==> config.mk <==
export PLATFORM = sky130hd
export DESIGN_NAME = message_duplicate_filter
export DESIGN_NICKNAME = d
export VERILOG_FILES = /design/src/mdf_pkg.sv /design/src/mdf_table.sv /design/src/message_duplicate_filter.sv
export VERILOG_INCLUDE_DIRS = /design/src /design/src/src
export SDC_FILE = /design/constraint.sdc
export NUM_CORES = 2
export LEC_CHECK = 0
export BUFFER_PORTS_ARGS = -buffer_cell sky130_fd_sc_hd__buf_2
export CAP_MARGIN = 15
export CORE_MARGIN = 2
export CORE_UTILIZATION = 45
export DETAILED_ROUTE_END_ITERATION = 7
export SYNTH_ARGS = -nofsm -noshare
export SYNTH_HDL_FRONTEND = slang
export SYNTH_SLANG_ARGS = --single-unit
==> constraint.sdc <==
create_clock -name i_clk -period 12.95 [get_ports i_clk]
set_clock_uncertainty 0.2 [all_clocks]
set_input_delay 0 -clock i_clk [delete_from_list [all_inputs] [get_ports i_clk]]
set_output_delay 0 -clock i_clk [all_outputs]
set_load 0.02 [all_outputs]
==> src/message_duplicate_filter_assert.svh <==
// Assertion macros for the message duplicate filter.
`ifndef MESSAGE_DUPLICATE_FILTER_ASSERT_SVH
`define MESSAGE_DUPLICATE_FILTER_ASSERT_SVH
`ifndef SYNTH
`define MDF_ASSERT(lbl, clk, rst_n, prop) \
    lbl: assert property (@(posedge clk) disable iff (!rst_n) prop) \
        else $error("message_duplicate_filter: assertion failed");
`define MDF_ASSERT_NEXT(lbl, clk, rst_n, pre, post) \
    lbl: assert property (@(posedge clk) disable iff (!rst_n) (pre) |=> (post)) \
        else $error("message_duplicate_filter: assertion failed");
`else
`define MDF_ASSERT(lbl, clk, rst_n, prop)
`define MDF_ASSERT_NEXT(lbl, clk, rst_n, pre, post)
`endif
`endif

==> src/mdf_pkg.sv <==
// Shared types and constants of the message duplicate filter.
`default_nettype none
package mdf_pkg;

    // Verdict codes.
    localparam logic [2:0] VERD_DELIVER  = 3'd0;
    localparam logic [2:0] VERD_SHORT    = 3'd1;
    localparam logic [2:0] VERD_SIZE     = 3'd2;
    localparam logic [2:0] VERD_OWN      = 3'd3;
    localparam logic [2:0] VERD_CHECKSUM = 3'd4;
    localparam logic [2:0] VERD_DUP      = 3'd5;
    localparam logic [2:0] VERD_CONTROL  = 3'd6;

    // Configuration register indexes.
    localparam logic [1:0] CFG_OWN_NODE      = 2'd0;
    localparam logic [1:0] CFG_HEADER_BYTES  = 2'd1;
    localparam logic [1:0] CFG_REPLAY_WINDOW = 2'd2;

    // Register reset values.
    localparam logic [31:0] RST_OWN_NODE      = 32'd3;
    localparam logic [15:0] RST_HEADER_BYTES  = 16'd24;
    localparam logic [62:0] RST_REPLAY_WINDOW = 63'd5000000000;

    // Controller states.
    typedef enum logic [2:0] {
        ST_IDLE,
        ST_SCAN,
        ST_CALC,
        ST_JUDGE,
        ST_DONE
    } t_state;

    // Write beat into the sender table.
    typedef struct packed {
        logic        we;
        logic [31:0] sender;
        logic [63:0] stamp;
    } t_tbl_wr;

endpackage
`default_nettype wire

==> src/mdf_table.sv <==
// Sender table: sender ids and last timestamps in one synchronous memory.
`default_nettype none
module mdf_table #(
    parameter int MAX_NODES = 16,
    parameter int IW        = 4
) (
    input  wire               i_clk,
    input  mdf_pkg::t_tbl_wr  i_wr,
    input  wire  [IW-1:0]     i_wr_addr,
    input  wire               i_rd_en,
    input  wire  [IW-1:0]     i_rd_addr,
    output logic [31:0]       o_rd_sender,
    output logic [63:0]       o_rd_stamp
);

    logic [31:0] r_sender_mem [MAX_NODES];
    logic [63:0] r_stamp_mem  [MAX_NODES];

    // One write port, one registered read port.
    always_ff @(posedge i_clk) begin
        if (i_wr.we) begin
            r_sender_mem[i_wr_addr] <= i_wr.sender;
            r_stamp_mem[i_wr_addr]  <= i_wr.stamp;
        end
        if (i_rd_en) begin
            o_rd_sender <= r_sender_mem[i_rd_addr];
            o_rd_stamp  <= r_stamp_mem[i_rd_addr];
        end
    end

endmodule
`default_nettype wire

==> src/message_duplicate_filter.sv <==
// Message duplicate filter: one verdict beat for every header beat.
//
// The input channel carries one message header per beat (i_in_valid, o_in_stall);
// the output channel returns one verdict and a table-full flag per beat
// (o_out_valid, i_out_stall). Configuration registers are written through
// i_cfg_we / i_cfg_index / i_cfg_data; the user must write them only while idle,
// which the block itself does not enforce. A header rejected by its size, node or
// checksum goes straight to its verdict. Otherwise the sender table is walked one
// entry per cycle through the single read port of the table memory: a new sender
// gets its verdict after a walk over all filled entries, a sender found in the
// table once the walk stops at its entry and its compare and update states have
// run. One header is in work at a time, and the next is accepted once the previous
// verdict is loaded into the output register.
// The output register holds a verdict while the receiver stalls; a new
// header may be accepted meanwhile, but its verdict waits for the register.
// Reset clears the table fill count, the valid flags and the configuration
// registers to their defaults; the table contents need no clearing.
`default_nettype none
module message_duplicate_filter #(
    parameter int MAX_NODES = 16
) (
    input  wire         i_clk,
    input  wire         i_rst_n,
    // Header beats
    input  wire         i_in_valid,
    output logic        o_in_stall,
    input  wire  [31:0] i_sender_node,
    input  wire  [63:0] i_sent_time,
    input  wire  [31:0] i_topic_id,
    input  wire         i_checksum_ok,
    input  wire  [16:0] i_real_size,
    input  wire  [15:0] i_expected_size,
    // Verdict beats
    output logic        o_out_valid,
    input  wire         i_out_stall,
    output logic [2:0]  o_verdict,
    output logic        o_table_full,
    // Configuration writes
    input  wire         i_cfg_we,
    input  wire  [1:0]  i_cfg_index,
    input  wire  [62:0] i_cfg_data
);

`include "message_duplicate_filter_assert.svh"

    localparam int IW = (MAX_NODES > 1) ? $clog2(MAX_NODES) : 1;
    localparam int CW = $clog2(MAX_NODES + 1);

    mdf_pkg::t_state r_state;
    mdf_pkg::t_state n_state;

    logic [31:0] r_own_node;
    logic [15:0] r_header_bytes;
    logic [62:0] r_window;

    logic [CW-1:0] r_count;
    logic [CW-1:0] r_idx;
    logic          r_pend;
    logic [IW-1:0] r_pend_idx;
    logic [IW-1:0] r_slot;
    logic [31:0]   r_sender;
    logic [63:0]   r_time;
    logic          r_ctrl;
    logic [63:0]   r_stored;
    logic          r_ge;
    logic [63:0]   r_gap;
    logic [2:0]    r_verdict;
    logic          r_full;
    logic          r_out_valid;
    logic [2:0]    r_out_verdict;
    logic          r_out_full;

    logic             accept;
    logic             size_known;
    logic             early;
    logic [2:0]       early_verdict;
    logic             scan_issue;
    logic             scan_hit;
    logic             scan_miss;
    logic             table_is_full;
    logic             dup;
    logic             out_free;
    logic [2:0]       pass_verdict;
    mdf_pkg::t_tbl_wr tbl_wr;
    logic [IW-1:0]    wr_addr;
    logic             rd_en;
    logic [31:0]      rd_sender;
    logic [63:0]      rd_stamp;

    mdf_table #(
        .MAX_NODES (MAX_NODES),
        .IW        (IW)
    ) u_table (
        .i_clk       (i_clk),
        .i_wr        (tbl_wr),
        .i_wr_addr   (wr_addr),
        .i_rd_en     (rd_en),
        .i_rd_addr   (r_idx[IW-1:0]),
        .o_rd_sender (rd_sender),
        .o_rd_stamp  (rd_stamp)
    );

    // Early checks on the incoming header, in priority order.
    always_comb begin
        size_known    = !i_real_size[16];
        early         = 1'b1;
        early_verdict = mdf_pkg::VERD_DELIVER;
        if (size_known && (i_real_size[15:0] < r_header_bytes)) begin
            early_verdict = mdf_pkg::VERD_SHORT;
        end else if (size_known && (i_real_size[15:0] != i_expected_size)) begin
            early_verdict = mdf_pkg::VERD_SIZE;
        end else if (i_sender_node == r_own_node) begin
            early_verdict = mdf_pkg::VERD_OWN;
        end else if (!i_checksum_ok) begin
            early_verdict = mdf_pkg::VERD_CHECKSUM;
        end else begin
            early = 1'b0;
        end
    end

    // Table walk status and the duplicate decision.
    assign accept        = i_in_valid && !o_in_stall;
    assign scan_hit      = r_pend && (rd_sender == r_sender);
    assign scan_issue    = (r_state == mdf_pkg::ST_SCAN) && (r_idx < r_count) && !scan_hit;
    assign scan_miss     = !r_pend && (r_idx == r_count);
    assign table_is_full = (r_count == CW'(MAX_NODES));
    assign dup           = r_ge && !(r_gap > {1'b0, r_window});
    assign out_free      = !r_out_valid || !i_out_stall;
    assign pass_verdict  = r_ctrl ? mdf_pkg::VERD_CONTROL : mdf_pkg::VERD_DELIVER;

    // Next state.
    always_comb begin
        n_state = r_state;
        case (r_state)
            mdf_pkg::ST_IDLE: begin
                if (accept) begin
                    n_state = early ? mdf_pkg::ST_DONE : mdf_pkg::ST_SCAN;
                end
            end
            mdf_pkg::ST_SCAN: begin
                if (scan_hit) begin
                    n_state = mdf_pkg::ST_CALC;
                end else if (scan_miss) begin
                    n_state = mdf_pkg::ST_DONE;
                end
            end
            mdf_pkg::ST_CALC:  n_state = mdf_pkg::ST_JUDGE;
            mdf_pkg::ST_JUDGE: n_state = mdf_pkg::ST_DONE;
            mdf_pkg::ST_DONE: begin
                if (out_free) begin
                    n_state = mdf_pkg::ST_IDLE;
                end
            end
            default: n_state = mdf_pkg::ST_IDLE;
        endcase
    end

    // Control outputs: handshake, table read and table write.
    always_comb begin
        o_in_stall    = (r_state != mdf_pkg::ST_IDLE);
        rd_en         = scan_issue;
        tbl_wr.we     = 1'b0;
        tbl_wr.sender = r_sender;
        tbl_wr.stamp  = r_time;
        wr_addr       = r_slot;
        case (r_state)
            mdf_pkg::ST_SCAN: begin
                if (!scan_hit && scan_miss && !table_is_full) begin
                    tbl_wr.we = 1'b1;
                    wr_addr   = r_count[IW-1:0];
                end
            end
            mdf_pkg::ST_JUDGE: begin
                tbl_wr.we = !dup;
            end
            default: begin
                tbl_wr.we = 1'b0;
            end
        endcase
    end

    // Control registers.
    always_ff @(posedge i_clk) begin
        if (!i_rst_n) begin
            r_state        <= mdf_pkg::ST_IDLE;
            r_count        <= '0;
            r_pend         <= 1'b0;
            r_out_valid    <= 1'b0;
            r_own_node     <= mdf_pkg::RST_OWN_NODE;
            r_header_bytes <= mdf_pkg::RST_HEADER_BYTES;
            r_window       <= mdf_pkg::RST_REPLAY_WINDOW;
        end else begin
            r_state <= n_state;
            // Configuration writes; an index beyond the list is ignored.
            if (i_cfg_we) begin
                case (i_cfg_index)
                    mdf_pkg::CFG_OWN_NODE:      r_own_node     <= i_cfg_data[31:0];
                    mdf_pkg::CFG_HEADER_BYTES:  r_header_bytes <= i_cfg_data[15:0];
                    mdf_pkg::CFG_REPLAY_WINDOW: r_window       <= i_cfg_data;
                    default: ;
                endcase
            end
            // A read issued this cycle is compared in the next one.
            if (r_state == mdf_pkg::ST_SCAN && !scan_hit && !scan_miss) begin
                r_pend <= scan_issue;
            end else begin
                r_pend <= 1'b0;
            end
            if (r_state == mdf_pkg::ST_SCAN && !scan_hit && scan_miss && !table_is_full) begin
                r_count <= r_count + 1'b1;
            end
            // Output register: load when free, drop when taken.
            if (r_state == mdf_pkg::ST_DONE && out_free) begin
                r_out_valid <= 1'b1;
            end else if (!i_out_stall) begin
                r_out_valid <= 1'b0;
            end
        end
    end

    // Payload registers.
    always_ff @(posedge i_clk) begin
        case (r_state)
            mdf_pkg::ST_IDLE: begin
                if (accept) begin
                    r_sender  <= i_sender_node;
                    r_time    <= i_sent_time;
                    r_ctrl    <= i_topic_id[31] || (i_topic_id == 32'd0);
                    r_verdict <= early_verdict;
                    r_full    <= 1'b0;
                    r_idx     <= '0;
                end
            end
            mdf_pkg::ST_SCAN: begin
                if (scan_hit) begin
                    r_slot   <= r_pend_idx;
                    r_stored <= rd_stamp;
                end else if (scan_miss) begin
                    // Unknown sender: stored as new, or flagged when no room.
                    r_verdict <= pass_verdict;
                    r_full    <= table_is_full;
                end else if (scan_issue) begin
                    r_pend_idx <= r_idx[IW-1:0];
                    r_idx      <= r_idx + 1'b1;
                end
            end
            mdf_pkg::ST_CALC: begin
                r_ge  <= $signed(r_stored) >= $signed(r_time);
                r_gap <= r_stored - r_time;
            end
            mdf_pkg::ST_JUDGE: begin
                r_verdict <= dup ? mdf_pkg::VERD_DUP : pass_verdict;
            end
            mdf_pkg::ST_DONE: begin
                if (out_free) begin
                    r_out_verdict <= r_verdict;
                    r_out_full    <= r_full;
                end
            end
            default: ;
        endcase
    end

    assign o_out_valid  = r_out_valid;
    assign o_verdict    = r_out_verdict;
    assign o_table_full = r_out_full;

    // Checks on the table bookkeeping and the verdicts.
    `MDF_ASSERT(a_count_bound, i_clk, i_rst_n, r_count <= CW'(MAX_NODES))
    `MDF_ASSERT(a_write_slot, i_clk, i_rst_n, tbl_wr.we |-> (CW'(wr_addr) <= r_count))
    `MDF_ASSERT(a_full_not_rejected, i_clk, i_rst_n, (o_out_valid && o_table_full) |->
        (o_verdict == mdf_pkg::VERD_DELIVER || o_verdict == mdf_pkg::VERD_CONTROL))
    `MDF_ASSERT_NEXT(a_hit_to_calc, i_clk, i_rst_n,
        r_state == mdf_pkg::ST_SCAN && scan_hit, r_state == mdf_pkg::ST_CALC)

endmodule
`default_nettype wire
==> summary.txt <==
Status
  – Result of the run: finished, final reports clean

Logic synthesis
  – Number of library cell types mapped by synthesis: 76
  – Top flip-flop cell by instance count after synthesis: sky130_fd_sc_hd__edfxtp_1
  – Syn_nets: between 4000 and 5000
  – Post-synthesis sequential area ratio: 73.8%
  – Warnings from Yosys: 0
  – Total of flip-flops plus latches after synthesis: 2000
  – Gate Count Post-Synth: 4122
  – Fraction of synthesis flops using an asynchronous set or reset pin: 0%
  – Cell area after synthesis: 0.0797 mm2
  – Syn avg cell area: 19.3 um2
  – EDFF count, synth: 1879

Final layout
  – Area of the multi-input gates: 0.0198 mm2
  – Utilization after layout: 53.8%
  – FILL cells: 13657
  – Area of all sequential standard cells: around 0.059 mm2
  – Synthesis-to-layout area growth: 18.8%
  – Final Net Count: approximately 5200
  – Fraction of final layout cells with drive strength greater than 1: 22.5%

Clocking
  – Root buf cell: sky130_fd_sc_hd__clkbuf_16
  – Clock Pin Slew Worst Setup and Hold Paths: approximately 0.060 ns
  – Number of sinks on the clock net: 2000
  – H-tree lvl count: 4
  – Clock Latency Late Sink: 0.86 ns
  – Clock Path Buffers: 3
  – Number of buffers added by the clock tree synthesis step: approximately 200
  – Clock tree from TritonCTS: done
  – Post-cts repair resize count: 0

Worst setup path
  – Terminus of the critical flop-to-flop path: u_table.o_rd_stamp[29]
  – Endpoint kind of the worst setup timing path: register
  – Maximum single-stage delay on the critical path: 0.88 ns
  – CP Cell Sequence: buf_4 > buf_4 > buf_12 > buf_4 > buf_4 > mux4_2 > mux4_2
  – Category of the most critical setup path: register to register
  – Required time of the critical path: 13.30 ns
  – Biggest fanout along the worst timing path: 77
  – Critical path buffer and inverter count: 5
  – Largest delay contributor family on the critical path: buffers and inverters
  – Number of cells on the worst reg-to-reg path: 7
  – Slowest stage cell on the critical path: sky130_fd_sc_hd__buf_4
  – Worst flop-to-flop path startpoint: r_idx[0]
  – Kind of start point of the critical path: register
  – Arr. time, crit path: ~6.4 ns
  – Library cell appearing most often on the critical path: sky130_fd_sc_hd__buf_4
  – Setup slack of the most critical reg-to-reg path: 6.91 ns

Pwr
  – Share of power burned in the clock network: 41.8%
  – Proportion of power drawn by combinational gates: 6.6%
  – IR drop worst, VDD: around 0.00013 V
  – Leakage power of the design: a little over 30 nW
  – Areal power density over the cells: between 100 and 150 mW/mm2
  – Total power consumption of the routed design: approximately 0.014 W
  – Switching power summed over all nets: 0.00311 W
  – Relative contribution of sequential cells to total power: slightly above 50%
  – Net Sw Frac: 22.1%
  – Internal Power: 0.0110 W

Timing
  – Post-route fraction of the period consumed by the critical path: between 40% and 50%
  – Maximum clock frequency: 166 MHz
  – RSZ-0062 raised after global routing: no
  – Slew at the pin closest to its max-slew limit: about 1.2 ns
  – Clock period minus worst slack: 6.04 ns
  – Max-slew violation total from the final report: 0
  – Final Hold Violating Endpoints: 0
  – Headroom to the max-slew limit: a little under a quarter
  – Final setup violation count: 0
  – Setup Total Neg Slack: 0 ns

Floorplan
  – Floorplan die area: 0.181 mm2
  – Horizontal die dimension: ~420 um
  – Die Y: roughly 420 um
  – Number of top-level design ports: 238
  – Placement row count: 154
  – Effective utilization at floorplan: 45.3%
  – Area of the core: 0.176 mm2

Routing
  – Drt drc: 0
  – Number of DRC violations after detailed-routing iteration 0: 4019
  – Number of vias in the routed layout: 42164
  – Remaining antenna violation count after routing: 0
  – Per-cell via count in the routed design: between 5 and 6
  – Post-DR wirelength/cell: 28.9 um
  – Post-Route WL: 213 mm
  – Number of iterations in the first detailed-routing pass: 7

Global route
  – Via count of the first global-routing pass: 42754
  – Largest net degree at the start of global routing: 152
  – First-pass GRT wire length: 306 mm
  – Congestion Overflow GR: 0
  – Aggregate global-route resource usage: 23.6%
  – Antenna violations before repair: 4

Placement
  – Post-DP HPWL: 123 mm
  – Number of port buffers: 237
  – Gp weighted congestion: about 0.89

Min path
  – Hold Path End: r_window[21]
  – Hold path depth: 4
  – Worst min-delay path category: input port to register
  – Critical hold path startpoint: i_cfg_data[21]

Flow run
  – Max Cap Violations: 0
## cell type report
cell class	count	share of cell area, %
Antenna cell	3	0.00793
Multi-Input combinational cell	1775	20.9
Timing Repair Buffer	708	6.10
Clock inverter	118	1.46
Clock buffer	256	5.67
Inverter	171	0.678
Tap cell	2340	3.09
Sequential cell	2000	62.1
## flip-flops by register name, indices dropped and copies added (netlist names)
| register | cells |
|---|---|
| r_window | 63 |
| r_sender | 32 |
| r_pend | 1 |
| o_verdict | 3 |
| r_state | 3 |
| r_gap | 64 |
| r_header_bytes | 16 |
| u_table.r_stamp_mem | 1024 |
| r_time | 64 |
| r_count | 5 |
| r_idx | 5 |
| o_out_valid | 1 |
| r_stored | 64 |
| o_table_full | 1 |
| u_table.o_rd_sender | 32 |
| u_table.o_rd_stamp | 64 |
| r_full | 1 |
| u_table.r_sender_mem | 512 |
| r_ge | 1 |
| r_own_node | 32 |
| r_verdict | 3 |
| r_ctrl | 1 |
| r_pend_idx | 4 |
| r_slot | 4 |
## worst max-delay path by stage
stage | to | slack, ns | cells past startpoint | start
2_1_floorplan | u_table.r_sender_mem[0][0] | 4.81 | 10 | r_idx[0]
3_3_place_gp | u_table.o_rd_stamp[30] | 6.75 | 7 | r_idx[0]
3_5_place_dp | u_table.o_rd_stamp[26] | 6.70 | 7 | r_idx[0]
4_1_cts | u_table.o_rd_stamp[34] | 6.67 | 7 | r_idx[0]
5_1_grt | u_table.o_rd_stamp[34] | 6.29 | 7 | r_idx[0]
6_report | u_table.o_rd_stamp[29] | 6.91 | 7 | r_idx[0]
## cell usage in the layout, fill, tap and decap left out, types with 25 or more instances in the layout
master	Yosys	routed
sky130_fd_sc_hd__a21o_1	43	43
sky130_fd_sc_hd__nand3_1	32	32
sky130_fd_sc_hd__clkinv_1	0	35
sky130_fd_sc_hd__nor4_1	26	25
sky130_fd_sc_hd__buf_4	0	72
sky130_fd_sc_hd__mux4_2	480	480
sky130_fd_sc_hd__inv_1	171	171
sky130_fd_sc_hd__xor2_1	66	66
sky130_fd_sc_hd__nand4_1	50	50
sky130_fd_sc_hd__buf_2	8	236
sky130_fd_sc_hd__dlygate4sd3_1	0	395
sky130_fd_sc_hd__a21oi_1	119	103
sky130_fd_sc_hd__edfxtp_1	1879	1879
sky130_fd_sc_hd__clkinv_2	0	36
sky130_fd_sc_hd__clkbuf_1	133	44
sky130_fd_sc_hd__clkbuf_16	0	203
sky130_fd_sc_hd__a21boi_0	100	100
sky130_fd_sc_hd__nand2_1	288	288
sky130_fd_sc_hd__o21ai_0	52	52
sky130_fd_sc_hd__nor2_1	69	67
sky130_fd_sc_hd__ha_1	150	150
sky130_fd_sc_hd__dfxtp_1	121	121
sky130_fd_sc_hd__xnor2_1	77	77
## stage by stage
stage / instance area (um2) / worst slack (ns) / hold WS [ns] / instances
floorplan: 79700 / 4.81 / -0.101 / 4122
global placement: 84000 / 6.75 / -0.0239 / 6599
detailed placement: 84000 / 6.70 / -0.0219 / 6599
CTS: 94700 / 6.67 / 0.00309 / 7368
global route: 94700 / 6.29 / 0.0190 / 7370
finish: 94700 / 6.91 / 0.0434 / 7371
## power by group through the flow
stage / clock network [W] / logic [W] / registers [W]
after detailed placement: 0 / 0.000838 / 0.00741
after global placement: 0 / 0.000835 / 0.00741
after floorplan: 0 / 0.000541 / 0.00736
final: 0.00588 / 0.000925 / 0.00728
after CTS: 0.00598 / 0.000932 / 0.00728
after global routing: 0.00623 / 0.000988 / 0.00729
## worst min-delay path, delay by kind of cell
kind                   cells  cell delay, ns
AOI/OAI and AO/OA          1            0.12
buffers and inverters      2            0.68
and+or+nand+nor            1            0.21
## synth_stat cells, types with 52 or more instances
library cell	instances	area (um2)
sky130_fd_sc_hd__dfxtp_1	121	2420
sky130_fd_sc_hd__inv_1	171	642
sky130_fd_sc_hd__ha_1	150	1880
sky130_fd_sc_hd__o21ai_0	52	260
sky130_fd_sc_hd__nand2_1	288	1080
sky130_fd_sc_hd__xor2_1	66	578
sky130_fd_sc_hd__edfxtp_1	1879	56400
sky130_fd_sc_hd__nor2_1	69	259
sky130_fd_sc_hd__a21oi_1	119	596
sky130_fd_sc_hd__xnor2_1	77	674
sky130_fd_sc_hd__a21boi_0	100	751
sky130_fd_sc_hd__clkbuf_1	133	499
sky130_fd_sc_hd__mux4_2	480	10800
## routing by layer
| layer | vias to the layer above | global-route usage [%] | part of all wire [%] |
|---|---|---|---|
| met5 | - | 0 | 0 |
| met4 | 0 | 9.74 | 4.2 |
| met3 | 328 | 2.88 | 4.9 |
| met2 | 1398 | 39.1 | 49 |
| met1 | 22344 | 32.0 | 41 |
| li1 | 18094 | - | - |
## cell families after synthesis
kind of cell | synth area share, %
flops | 73.8
mux | 13.6
fa+ha+maj | 2.38
simple gates | 3.26
compound gates | 3.70
buf+inv | 1.65
xor+xnor | 1.57
## what timing repair did
item | CTS | global route
hold buffers | 395 | 0
endpoints found under the hold margin | 240 | 0
setup buffers | 0 | 0
Power figures use the tool's default switching activity.
